[src/rtl/crcdec_pkg.sv]
// ----------------------------------------------------------------------------
// crcdec_pkg
// Shared types and constants for the card record CRC check and field decoder.
// ----------------------------------------------------------------------------
package crcdec_pkg;

    // Record layout.
    localparam int RECORD_BYTES_DEF = 48;
    localparam int CRC_POS          = 29;
    localparam int MIN_BYTES        = 30;
    localparam int STORE_DEPTH      = 28;
    localparam int ADDR_W           = $clog2(STORE_DEPTH);

    // CRC-8 polynomial and initial value.
    localparam logic [7:0] CRC_POLY = 8'h07;
    localparam logic [7:0] CRC_INIT = 8'h00;

    // Configuration register indexes.
    localparam int                CFG_IDX_W   = 1;
    localparam logic [CFG_IDX_W-1:0] REG_MAGIC   = 1'd0;
    localparam logic [CFG_IDX_W-1:0] REG_VERSION = 1'd1;

    // Emit sequence steps.
    localparam int                STEP_W       = 6;
    localparam logic [STEP_W-1:0] STEP_STATUS  = 6'd0;
    localparam logic [STEP_W-1:0] STEP_DIGIT_L = 6'd10;
    localparam logic [STEP_W-1:0] STEP_ID_LO   = 6'd11;
    localparam logic [STEP_W-1:0] STEP_ID_HI   = 6'd12;
    localparam logic [STEP_W-1:0] STEP_LAST    = 6'd32;
    localparam logic [STEP_W-1:0] NAME_OFFSET  = 6'd5;

    // ASCII zero added to each phone digit nibble.
    localparam logic [7:0] ASCII_ZERO = 8'h30;

    // Sequencer states.
    typedef enum logic [1:0] {
        S_IDLE,
        S_CRC,
        S_READ,
        S_WRITE
    } t_state;

    // Result kinds.
    typedef enum logic [1:0] {
        KIND_STATUS = 2'd0,
        KIND_DIGIT  = 2'd1,
        KIND_ID     = 2'd2,
        KIND_NAME   = 2'd3
    } t_kind;

    // Status codes; the header error codes share the low values.
    typedef enum logic [2:0] {
        ST_OK      = 3'd0,
        ST_MAGIC   = 3'd1,
        ST_VERSION = 3'd2,
        ST_CRC     = 3'd3,
        ST_SHORT   = 3'd4
    } t_status;

    // Control group for the bit-serial CRC unit.
    typedef struct packed {
        logic clear;
        logic load;
        logic shift;
    } t_crc_ctrl;

endpackage

[src/rtl/crcdec_crc_unit.sv]
// ----------------------------------------------------------------------------
// crcdec_crc_unit
// Bit-serial CRC-8 register: a byte is folded in on load, then one shift per
// cycle works the polynomial through it.
// ----------------------------------------------------------------------------
module crcdec_crc_unit (
    input  logic                  i_clk,
    input  logic                  i_rst_n,
    input  crcdec_pkg::t_crc_ctrl i_ctrl,
    input  logic [7:0]            i_data,
    output logic [7:0]            o_crc
);
    import crcdec_pkg::*;

    logic [7:0] r_crc;
    logic [7:0] n_crc;
    logic [7:0] shifted;

    // One polynomial step on the top bit.
    assign shifted = r_crc[7] ? ({r_crc[6:0], 1'b0} ^ CRC_POLY) : {r_crc[6:0], 1'b0};

    always_comb begin
        n_crc = r_crc;
        if (i_ctrl.clear) begin
            n_crc = CRC_INIT;
        end else if (i_ctrl.load) begin
            n_crc = r_crc ^ i_data;
        end else if (i_ctrl.shift) begin
            n_crc = shifted;
        end
    end

    always_ff @(posedge i_clk) begin
        if (!i_rst_n) begin
            r_crc <= CRC_INIT;
        end else begin
            r_crc <= n_crc;
        end
    end

    assign o_crc = r_crc;

endmodule

[src/rtl/card_record_crc_check_decode.sv]
// Each of bytes 0..28, the last byte apart, loads the CRC and runs its shift
// phase before the next byte is taken; later bytes skip the CRC phase.
// On the last byte the results follow, each from a field store read and then
// an output register load (the status needs no read); an error gives one result.
// Reset is synchronous, active low; it clears the count, CRC, error, configuration
// registers, output valid and the sequencer. The field store and payload registers are not cleared.
// ----------------------------------------------------------------------------
// card_record_crc_check_decode
// Validates a card record byte stream with CRC-8 and header checks, then
// emits a status and, for a valid record, the decoded phone, student id and name fields.
// ----------------------------------------------------------------------------
module card_record_crc_check_decode #(
    parameter int RECORD_BYTES = crcdec_pkg::RECORD_BYTES_DEF
) (
    input  logic                             i_clk,
    input  logic                             i_rst_n,
    // Configuration write channel.
    input  logic                             i_cfg_valid,
    output logic                             o_cfg_ready,
    input  logic [crcdec_pkg::CFG_IDX_W-1:0] i_cfg_index,
    input  logic [7:0]                       i_cfg_data,
    // Record byte input.
    input  logic                             i_s_axis_tvalid,
    output logic                             o_s_axis_tready,
    input  logic [7:0]                       i_s_axis_tdata,  // [7:0] data_byte
    input  logic                             i_s_axis_tlast,  // end_of_record
    // Result output.
    output logic                             o_m_axis_tvalid,
    input  logic                             i_m_axis_tready,
    output logic [15:0]                      o_m_axis_tdata,  // [15:0] value
    output logic [1:0]                       o_m_axis_tuser,  // [1:0] kind
    output logic                             o_m_axis_tlast   // final_res
);
    import crcdec_pkg::*;

    localparam int              PosW     = $clog2(RECORD_BYTES + 1);
    localparam logic [PosW-1:0] PosMax   = PosW'(RECORD_BYTES);
    localparam logic [PosW-1:0] PosCrc   = PosW'(CRC_POS);
    localparam logic [PosW-1:0] PosMin   = PosW'(MIN_BYTES);
    localparam logic [PosW-1:0] PosOne   = PosW'(1);

    // Registers.
    t_state            r_state;
    t_state            n_state;
    logic [PosW-1:0]   r_pos;
    logic [PosW-1:0]   n_pos;
    logic [1:0]        r_err;
    logic [1:0]        n_err;
    logic [7:0]        r_magic;
    logic [7:0]        r_version;
    logic [2:0]        r_bit_cnt;
    logic [2:0]        n_bit_cnt;
    logic [STEP_W-1:0] r_step;
    logic [STEP_W-1:0] n_step;
    t_status           r_status;
    t_status           n_status;
    logic [7:0]        r_lo;
    logic [7:0]        n_lo;
    logic [7:0]        r_rd;
    logic              r_out_valid;
    logic              n_out_valid;
    t_kind             r_out_kind;
    t_kind             n_out_kind;
    logic [15:0]       r_out_value;
    logic [15:0]       n_out_value;
    logic              r_out_last;
    logic              n_out_last;

    // Field store: entry i holds record byte i+1.
    logic [7:0]        mem [STORE_DEPTH];

    // Combinational signals.
    logic              in_xfer;
    logic              out_xfer;
    logic              can_load;
    logic [PosW-1:0]   pos_m1;
    logic [PosW-1:0]   count_next;
    logic [1:0]        err_next;
    logic              wr_en;
    logic [ADDR_W-1:0] wr_addr;
    logic              rd_en;
    logic [ADDR_W-1:0] rd_addr;
    logic [STEP_W-1:0] step_p1;
    logic [STEP_W-1:0] step_m5;
    logic [3:0]        nibble;
    t_crc_ctrl         crc_ctrl;
    logic [7:0]        crc;

    assign o_cfg_ready     = 1'b1;
    assign o_s_axis_tready = (r_state == S_IDLE);
    assign in_xfer         = i_s_axis_tvalid && o_s_axis_tready;
    assign out_xfer        = r_out_valid && i_m_axis_tready;
    assign can_load        = !r_out_valid || i_m_axis_tready;

    // Configuration register writes.
    always_ff @(posedge i_clk) begin
        if (!i_rst_n) begin
            r_magic   <= 8'h00;
            r_version <= 8'h00;
        end else if (i_cfg_valid && o_cfg_ready) begin
            case (i_cfg_index)
                REG_MAGIC:   r_magic   <= i_cfg_data;
                REG_VERSION: r_version <= i_cfg_data;
                default: ;
            endcase
        end
    end

    // Bit-serial CRC unit.
    crcdec_crc_unit u_crc (
        .i_clk   (i_clk),
        .i_rst_n (i_rst_n),
        .i_ctrl  (crc_ctrl),
        .i_data  (i_s_axis_tdata),
        .o_crc   (crc)
    );

    // Byte position bookkeeping and header checks for the accepted byte.
    always_comb begin
        pos_m1     = r_pos - PosOne;
        count_next = (r_pos == PosMax) ? r_pos : (r_pos + PosOne);
        err_next   = r_err;
        if (r_err == 2'(ST_OK)) begin
            if (r_pos == '0 && i_s_axis_tdata != r_magic) begin
                err_next = 2'(ST_MAGIC);
            end else if (r_pos == PosOne && i_s_axis_tdata != r_version) begin
                err_next = 2'(ST_VERSION);
            end else if (r_pos == PosCrc && i_s_axis_tdata != crc) begin
                err_next = 2'(ST_CRC);
            end
        end
        wr_en   = in_xfer && (r_pos >= PosOne) && (r_pos < PosCrc);
        wr_addr = pos_m1[ADDR_W-1:0];
    end

    // Field store read address for the current emit step.
    always_comb begin
        step_p1 = r_step + STEP_W'(1);
        step_m5 = r_step - NAME_OFFSET;
        if (r_step <= STEP_DIGIT_L) begin
            rd_addr = step_p1[ADDR_W:1];
        end else if (r_step == STEP_ID_LO) begin
            rd_addr = ADDR_W'(6);
        end else if (r_step == STEP_ID_HI) begin
            rd_addr = ADDR_W'(7);
        end else begin
            rd_addr = step_m5[ADDR_W-1:0];
        end
        rd_en  = (r_state == S_READ);
        nibble = r_step[0] ? r_rd[7:4] : r_rd[3:0];
    end

    // Field store write and registered read.
    always_ff @(posedge i_clk) begin
        if (wr_en) begin
            mem[wr_addr] <= i_s_axis_tdata;
        end
    end

    always_ff @(posedge i_clk) begin
        if (rd_en) begin
            r_rd <= mem[rd_addr];
        end
    end

    // Sequencer: next state, CRC control and output register loads.
    always_comb begin
        n_state     = r_state;
        n_pos       = r_pos;
        n_err       = r_err;
        n_bit_cnt   = r_bit_cnt;
        n_step      = r_step;
        n_status    = r_status;
        n_lo        = r_lo;
        n_out_valid = out_xfer ? 1'b0 : r_out_valid;
        n_out_kind  = r_out_kind;
        n_out_value = r_out_value;
        n_out_last  = r_out_last;
        crc_ctrl    = '0;

        case (r_state)
            S_IDLE: begin
                if (in_xfer) begin
                    if (i_s_axis_tlast) begin
                        // Record ends: settle the status and clear for the next one.
                        n_status = (count_next < PosMin) ? ST_SHORT
                                                         : t_status'({1'b0, err_next});
                        n_pos          = '0;
                        n_err          = '0;
                        crc_ctrl.clear = 1'b1;
                        n_step         = STEP_STATUS;
                        n_state        = S_WRITE;
                    end else begin
                        n_pos = count_next;
                        n_err = err_next;
                        if (r_pos < PosCrc) begin
                            crc_ctrl.load = 1'b1;
                            n_bit_cnt     = '0;
                            n_state       = S_CRC;
                        end
                    end
                end
            end

            S_CRC: begin
                crc_ctrl.shift = 1'b1;
                n_bit_cnt      = r_bit_cnt + 3'd1;
                if (r_bit_cnt == 3'd7) begin
                    n_state = S_IDLE;
                end
            end

            S_READ: begin
                n_state = S_WRITE;
            end

            S_WRITE: begin
                if (r_step == STEP_ID_LO) begin
                    // Low id byte is only held until the high byte is read.
                    n_lo    = r_rd;
                    n_step  = step_p1;
                    n_state = S_READ;
                end else if (can_load) begin
                    n_out_valid = 1'b1;
                    n_out_last  = 1'b0;
                    if (r_step == STEP_STATUS) begin
                        n_out_kind  = KIND_STATUS;
                        n_out_value = {13'd0, r_status};
                        n_out_last  = (r_status != ST_OK);
                    end else if (r_step <= STEP_DIGIT_L) begin
                        n_out_kind  = KIND_DIGIT;
                        n_out_value = {8'd0, ASCII_ZERO + {4'd0, nibble}};
                    end else if (r_step == STEP_ID_HI) begin
                        n_out_kind  = KIND_ID;
                        n_out_value = {r_rd, r_lo};
                    end else begin
                        n_out_kind  = KIND_NAME;
                        n_out_value = {8'd0, r_rd};
                        n_out_last  = (r_step == STEP_LAST);
                    end
                    if ((r_step == STEP_STATUS && r_status != ST_OK) ||
                        r_step == STEP_LAST) begin
                        n_state = S_IDLE;
                    end else begin
                        n_step  = step_p1;
                        n_state = S_READ;
                    end
                end
            end

            default: begin
                n_state = S_IDLE;
            end
        endcase
    end

    // Control registers.
    always_ff @(posedge i_clk) begin
        if (!i_rst_n) begin
            r_state     <= S_IDLE;
            r_pos       <= '0;
            r_err       <= '0;
            r_bit_cnt   <= '0;
            r_step      <= STEP_STATUS;
            r_out_valid <= 1'b0;
        end else begin
            r_state     <= n_state;
            r_pos       <= n_pos;
            r_err       <= n_err;
            r_bit_cnt   <= n_bit_cnt;
            r_step      <= n_step;
            r_out_valid <= n_out_valid;
        end
    end

    // Payload registers.
    always_ff @(posedge i_clk) begin
        r_status    <= n_status;
        r_lo        <= n_lo;
        r_out_kind  <= n_out_kind;
        r_out_value <= n_out_value;
        r_out_last  <= n_out_last;
    end

    assign o_m_axis_tvalid = r_out_valid;
    assign o_m_axis_tdata  = r_out_value;
    assign o_m_axis_tuser  = r_out_kind;
    assign o_m_axis_tlast  = r_out_last;

    // The byte count never passes its saturation point.
    a_pos_sat: assert property (@(posedge i_clk) disable iff (!i_rst_n)
        r_pos <= PosMax)
        else $error("byte position above saturation");

    // The CRC shift phase returns to idle after the shift at the top bit count.
    a_crc_len: assert property (@(posedge i_clk) disable iff (!i_rst_n)
        (r_state == S_CRC && r_bit_cnt == 3'd7) |=> (r_state == S_IDLE))
        else $error("CRC shift phase did not end after eight steps");

    // An error status is always the only result of its record.
    a_err_final: assert property (@(posedge i_clk) disable iff (!i_rst_n)
        (r_out_valid && r_out_kind == KIND_STATUS && r_out_value != 16'd0)
        |-> r_out_last)
        else $error("error status without final flag");

    // No byte is taken while results are being produced.
    a_no_accept_emit: assert property (@(posedge i_clk) disable iff (!i_rst_n)
        (r_state == S_READ || r_state == S_WRITE) |-> !o_s_axis_tready)
        else $error("input ready during emit");

endmodule
[config.mk]
export PLATFORM = sky130hd
export DESIGN_NAME = card_record_crc_check_decode
export DESIGN_NICKNAME = d
export VERILOG_FILES = /design/src/rtl/crcdec_pkg.sv /design/src/rtl/crcdec_crc_unit.sv /design/src/rtl/card_record_crc_check_decode.sv
export SDC_FILE = /design/constraint.sdc
export NUM_CORES = 1
export LEC_CHECK = 0
export BUFFER_PORTS_ARGS = -buffer_cell sky130_fd_sc_hd__buf_2
export CAP_MARGIN = 15
export CORE_MARGIN = 2
export CORE_UTILIZATION = 55
export CTS_BUF_LIST = sky130_fd_sc_hd__clkbuf_4 sky130_fd_sc_hd__clkbuf_8
export CTS_CLUSTER_SIZE = 14
export DETAILED_ROUTE_END_ITERATION = 7
export PLACE_DENSITY = 0.73
export SETUP_SLACK_MARGIN = 0.4
export SYNTH_ARGS = -nofsm -noshare
export SYNTH_HDL_FRONTEND = slang
export SYNTH_HIERARCHICAL = 1
export SYNTH_SLANG_ARGS = --single-unit
[constraint.sdc]
create_clock -name i_clk -period 4.83 [get_ports i_clk]
set_input_delay 0.2415 -clock i_clk [delete_from_list [all_inputs] [get_ports i_clk]]
set_output_delay 0.2415 -clock i_clk [all_outputs]
set_load 0.01 [all_outputs]
==> results of run 1 <==
state kept, by name, summed over array words and instances, names as in the netlist, 8 cells and up:
signal,count
r_magic,8
mem,224
o_m_axis_tdata,16
r_lo,8
r_version,8
r_rd,8
u_crc/o_crc,8
where the power goes:
group          internal, uW  switching (uW)
registers              2880            21.1
logic                  63.9             119
clock network          1200             974
total                  4150            1110
critical path, stage by stage (launching register included):
cell and delay [ns]:
dfxtp_1 0.41, inv_1 0.18, ha_1 0.18, and3b_1 0.22, o21ai_0 0.38, and2_4 0.85, buf_4 0.42, nand2_1 0.10
a32oi_1 0.19, a22oi_1 0.13, nand3_1 0.19, o21a_1 0.15
routing by layer:
layer	part of all wire (%)	routed length, um	track usage [%]	vias to the layer above
met1	42	12300	32.5	4239
met5	0	0	0	-
met4	3.1	893	8.43	0
li1	-	-	-	4168
met3	8.7	2550	4.95	53
met2	46	13500	35.6	366
cells by family after synthesis:
family                   count (synthesis)  share of synthesized area (%)
AO/OA/AOI/OAI                          219                           11.1
buffers and inverters                   83                           3.28
multiplexers                            13                           1.00
XOR/XNOR                                35                           2.32
flip-flops                             306                           66.1
AND/OR/NAND/NOR                        447                           15.2
other                                    1                         0.0283
adder cells (fa/ha/maj)                 10                          0.945
cell usage after synthesis (all sizes together), types with 4 or more instances:
master    n  area share [%]
o21ai    24            0.91
xor2      9            0.60
a21oi    67             2.5
mux2i    11            0.83
nor2     64             1.9
and3      6            0.28
ha       10            0.95
buf      40             2.1
dfxtp    44             6.7
a22oi    27             1.5
a31oi    13            0.61
nand4    10            0.52
and2     16            0.76
a21boi   11            0.62
a211oi    9            0.51
nand3    61             2.3
inv      15            0.43
a32oi    35             2.4
o21a     10            0.57
nor2b    26             1.2
nor3     11            0.42
nand3b    4            0.23
xnor2    26             1.7
nand2   230             6.5
clkbuf   28            0.79
edfxtp  262              59
o22ai     4            0.19
nand2b    5            0.24
worst max path at each step:
stage	from	endpoint
floorplan	r_step[2]$_SDFFE_PN0P_	o_m_axis_tdata[0]$_DFFE_PP_
global placement	r_step[0]$_SDFFE_PN0P_	r_rd[7]$_DFFE_PP_
detailed placement	r_step[0]$_SDFFE_PN0P_	r_rd[7]$_DFFE_PP_
CTS	r_step[0]$_SDFFE_PN0P_	r_rd[7]$_DFFE_PP_
global route	r_step[0]$_SDFFE_PN0P_	r_rd[7]$_DFFE_PP_
finish	r_step[0]$_SDFFE_PN0P_	r_rd[7]$_DFFE_PP_
through the flow:
stage,instances,util [%]
global placement,1418,57.7
finish,1515,62.1
CTS,1514,62.1
global route,1515,62.1
floorplan,1114,-
detailed placement,1418,57.7
final cells by class:
class,count,area [um2]
fill,1850,8910
clock inverter,23,155
timing repair buffer,62,390
multi-input combinational,725,4070
inverter,15,56.3
tap,319,399
sequential,306,8750
clock buffer,65,813
==> impl_results.md, run 1 <==
* Power after layout at between 5000 and 6000 uW
* Seq cells post-synth at between 300 and 400
* Post-route ant nets at 0
* Post-DR wirelength/cell at ~19 um
* R2r setup slk at about 1.2 ns
* H-tree depth at 2
* Final Wtd Congestion at ~0.92
* Clk buf depth at 3
* Post-layout minimum cycle time at 3.61 ns
* Reg2reg end: r_rd[7]$_DFFE_PP_
* Clk sink count at 306
* CP Class: reg2reg
* DP Wirelength at about 18000 um
* Average size of a mapped cell at 11.9 um2
* Commonest non-fill, non-tap cells in the layout: 262 x edfxtp_1, 228 x nand2_1, 67 x a21oi_1, 62 x nor2_1, 61 x nand3_1
* Max-slew violations at 0
* Via Count at slightly below 9k
* Most common cell after layout, fill and taps aside: edfxtp_1
* Max VDD drop at just over 200 uV
* Post-Syn Area at roughly 13000 um2
* Status: complete, no violations
* Vias in the first global route at about 8k
* Hold path depth at 3
* Die span in y at between 150 and 200 um
* Core ar. at around 24000 um2
* Share of cells above drive strength 1 at 12.0%
* Antenna violations before repair at 0
* Slew at the pin closest to its max-slew limit at between 1 and 1.5 ns
* Layout Nets at 1191
* Required time of the critical path at 5.27 ns
* Drt total wl at just under 30000 um
* Post-synthesis sequential area ratio at between 60% and 70%
* Worst-path maximum fanout at between 80 and 90
* P&R area growth vs syn at 10.5%
* Yosys cell types at approximately 60
* Placed Area at approximately 14000 um2
* RSZ-0062 raised after global routing: false
* CP Capture Type: register
* Leak Pwr at a little over 0.005 uW
* Clk_skew at about 0.025 ns
* Global-route wire length before repair at 45700 um
* Number of synthesized flops with an enable pin at 262
* Primary FF master, synth: edfxtp_1
* Clk Latency, worst-skew pair at 0.57 ns
* First DRT Iteration DRCs at 882
* Drt first pass iters at 7
* Final setup margin at roughly 1.2 ns
* Clock transition at path regs at roughly 0.060 ns
* I/O Pins at 45
* Initial core utilization at 56.2%
* Die Wd at around 160 um
* Setup-failing EPs final at 0
* # port buffers at 43
* Worst Reg-to-Reg Cells at 11
* Final period util at around three quarters
* CTS tree: yes
* Row count at 56
* Post-cts resize count at 0
* Synth warn at 6
* Hold-fix buffers, CTS at 8
* Root Buffer: clkbuf_8
* Slew HR at 24.0%
* Worst r2r src: r_step[0]$_SDFFE_PN0P_
* Post-route DRC at 0
* Area of the die at about 25000 um2
* Largest net degree at the start of global routing at ~100
* Syn nets at between 1k and 1.5k
* Cell area power density at ~360 nW/um2
* Worst EP arrival at roughly 4.1 ns
* Postcts setup bufs at 0
* Worst Min Path Start: i_cfg_valid
* Vias per Instance at ~6
* Setup WS pre-CTS at 1.27 ns
* Diode count at 0
* Worst hold path type: in2reg
* Max Clk Rate at roughly 280 MHz
* Cells after Synth at about 1.1k
* CP startpoint kind: register
* Cell area after layout at about 15000 um2
* Max-cap violations at 0
* Hold Path End: r_version[3]$_SDFFE_PN0P_
* Hold Slack at 0.0473 ns
* TritonCTS buffer count at 48
* Post-synthesis async set-or-reset flop share at 0%
* Congestion Overflow GR at 0
* Total GRT Usage at 23.0%
* Setup tns final at 0 ns
* Final hold vios at 0
Note: power is estimated with default switching activity, not from simulation.
==> run 2: changes to the inputs <==
clock period = 3.5 ns   (was 4.83 ns; I/O delays follow)
==> run 2 against run 1 <==
First-iteration DRC count increased by 9.9%. Die area did not move. Register-to-register slack worse by 0.71 ns. Critical path type unchanged. Critical endpoint is now r_rd[2]$_DFFE_PP_.
==> impl_results.md, run 2 (synthesis results as in run 1) <==
* Worst Reg-to-Reg Cells at 10 (was 11)
* Layout Nets at 1238 (was 1191)
* Status: complete, no violations (unchanged)
* Antenna violations before repair at 1 (was 0)
* Max Clk Rate at 335 MHz (was 277 MHz)
* Largest Register: mem (unchanged)
* Setup-failing EPs final at 0 (unchanged)
* Worst EP arrival at 3.30 ns (was 4.05 ns)
* Post-route ant nets at 0 (unchanged)
* CP Class: reg2reg (unchanged)
* Post-route insts no fill at 1553 (was 1515)
* Final hold vios at 0 (unchanged)
* Max VDD drop at 299 uV (was 202 uV)
* Most common cell after layout, fill and taps aside: edfxtp_1 (unchanged)
* Launch point of the worst path: r_step[0]$_SDFFE_PN0P_ (unchanged)
* Vias in the first global route at 8641 (was 8060)
* Clk_skew at 0.0287 ns (was 0.0252 ns)
* Max-slew violations at 0 (unchanged)
* Vias per Instance at 5.91 (was 5.83)
* R2r setup slk at 0.51 ns (was 1.22 ns)
* I/O Pins at 45 (unchanged)
* Worst hold path type: in2reg (unchanged)
* Die span in y at 159 um (unchanged)
* Worst r2r src: r_step[0]$_SDFFE_PN0P_ (unchanged)
* Reg2reg end: r_rd[2]$_DFFE_PP_ (was r_rd[7]$_DFFE_PP_)
* Final Wtd Congestion at 0.890 (was 0.918)
* Initial core utilization at 56.2% (unchanged)
* Leak Pwr at 0.00527 uW (was 0.00505 uW)
* # port buffers at 43 (unchanged)
* Largest net degree at the start of global routing at 81 (was 102)
* Clk buf depth at 3 (unchanged)
* Via Count at 9183 (was 8826)
* Max-cap violations at 0 (unchanged)
* Number of flip-flops in the largest register at 224 (unchanged)
* Setup WS pre-CTS at 0.253 ns (was 1.27 ns)
* Slew at the pin closest to its max-slew limit at 1.10 ns (was 1.14 ns)
* Drt first pass iters at 5 (was 7)
* Fill count at 1785 (was 1850)
* Setup crit end: r_rd[2]$_DFFE_PP_ (was r_rd[7]$_DFFE_PP_)
* Total GRT Usage at 24.7% (was 23.0%)
* H-tree depth at 2 (unchanged)
* Congestion Overflow GR at 0 (unchanged)
* RSZ-0062 raised after global routing: false (unchanged)
* Setup tns final at 0 ns (unchanged)
* Placed cells at 1454 (was 1418)
* Clock transition at path regs at 0.06 ns (about the same)
* Final period util at 85.3% (was 74.7%)
* P&R area growth vs syn at 13.7% (was 10.5%)
* Final setup margin at 0.514 ns (was 1.22 ns)
* Core ar. at 23500 um2 (unchanged)
* DP Wirelength at 19700 um (was 17900 um)
* Diode count at 0 (unchanged)
* Worst-path maximum fanout at 12 (was 87)
* Area of the multi-input gates at 4130 um2 (was 4070 um2)
* Slew HR at 26.6% (was 24.0%)
* TritonCTS buffer count at 47 (was 48)
* Clk sink count at 306 (unchanged)
* Global-route wire length before repair at 48600 um (was 45700 um)
* Storage cell area at 8750 um2 (about the same)
* CP Capture Type: register (unchanged)
* Post-layout minimum cycle time at 2.99 ns (was 3.61 ns)
* Area of the die at 25300 um2 (unchanged)
* First DRT Iteration DRCs at 969 (was 882)
* Row count at 56 (unchanged)
* Post-route DRC at 0 (unchanged)
* Required time of the critical path at 3.81 ns (was 5.27 ns)
* Root Buffer: clkbuf_8 (unchanged)
* Hold Slack at 0.0193 ns (was 0.0473 ns)
* CP startpoint kind: register (unchanged)
* Cell area power density at 474 nW/um2 (was 360 nW/um2)
* Die Wd at 159 um (unchanged)
* Finished Core Util at 63.9% (was 62.1%)
* CTS tree: yes (unchanged)
* Share of cells above drive strength 1 at 15.2% (was 12.0%)
* Drt total wl at 31700 um (was 29300 um)
* Clk Latency, worst-skew pair at 0.55 ns (was 0.57 ns)
* Commonest non-fill, non-tap cells in the layout: 262 x edfxtp_1, 228 x nand2_1, 67 x a21oi_1, 61 x nand3_1, 58 x nor2_1 (was 262 x edfxtp_1, 228 x nand2_1, 67 x a21oi_1, 62 x nor2_1, 61 x nand3_1)
* Post-DR wirelength/cell at 20.4 um (was 19.3 um)
## run 2: cell types whose count changed in the layout (fill, tap and decap cells not counted), moves of 2 or more
cell,change
buf_12,+4
and2_2,+2
buf_4,+35
clkbuf_4,-6
nor2_2,+4
dlygate4sd3_1,+7
clkinv_1,-3
nor2_1,-4
## run 2: stage by stage
step | cell area, um2 | power [uW]
after CTS | 15000 | 7180
final | 15100 | 7140
after global routing | 15100 | 7360
after floorplan | 13200 | 4220
after global placement | 13900 | 4340
after detailed placement | 13900 | 4340
## run 2: worst max-delay path, cell delays in order (launching register included)
cell	delay [ns]
dfxtp_2	0.38
inv_1	0.14
ha_1	0.18
and3b_2	0.26
or3_4	0.47
and2_2	0.37
nand2_1	0.12
a32oi_1	0.14
a22oi_1	0.35
nand3_1	0.17
o21a_1	0.17
## run 2: final cells by class
class | count | share of cell area, %
Clock buffer | 59 | 5.06
Clock inverter | 19 | 0.906
Inverter | 15 | 0.374
Multi-Input combinational cell | 727 | 27.4
Sequential cell | 306 | 58.1
Tap cell | 319 | 2.65
Timing Repair Buffer | 108 | 5.45
## run 2: per-layer routing
metal	routed length [um]	GRT usage, %	up-vias	share of wire (%)
li1	-	-	4260	-
met1	13100	35.2	4423	41
met2	15000	39.5	438	47
met3	2780	3.91	62	8.8
met4	830	7.44	0	2.6
met5	0	0	-	0
## run 2: how the worst min path moves through the flow
stage	from	to	slack [ns]	depth (start not counted)
2_1_floorplan	i_s_axis_tdata[0]	mem[0][0]$_DFFE_PP_	0.27	0
3_3_place_gp	i_cfg_data[1]	r_magic[1]$_SDFFE_PN0P_	0.45	3
3_5_place_dp	i_cfg_data[4]	r_magic[4]$_SDFFE_PN0P_	0.46	3
4_1_cts	i_cfg_valid	r_version[7]$_SDFFE_PN0P_	0.0009	3
5_1_grt	i_cfg_valid	r_version[2]$_SDFFE_PN0P_	0.01	3
6_report	i_cfg_valid	r_version[7]$_SDFFE_PN0P_	0.02	3
## run 2: what timing repair did
| item | CTS | global route |
|---|---|---|
| resized for setup | 5 | 9 |
| pin swaps | 1 | 2 |
| hold buffers | 15 | 0 |
| buffers inserted | 0 | 3 |
| gates cloned | 2 | 1 |
| endpoints found under the setup margin | 7 | 26 |
| hold endpoints to repair | 16 | 0 |
## run 2: report_power, final
group	switching [uW]	leakage [uW]	total, uW	internal, uW
Combinational	179	0.00207	275	95.8
Clock	1290	0.000473	2860	1560
Sequential	26.5	0.00272	4010	3980
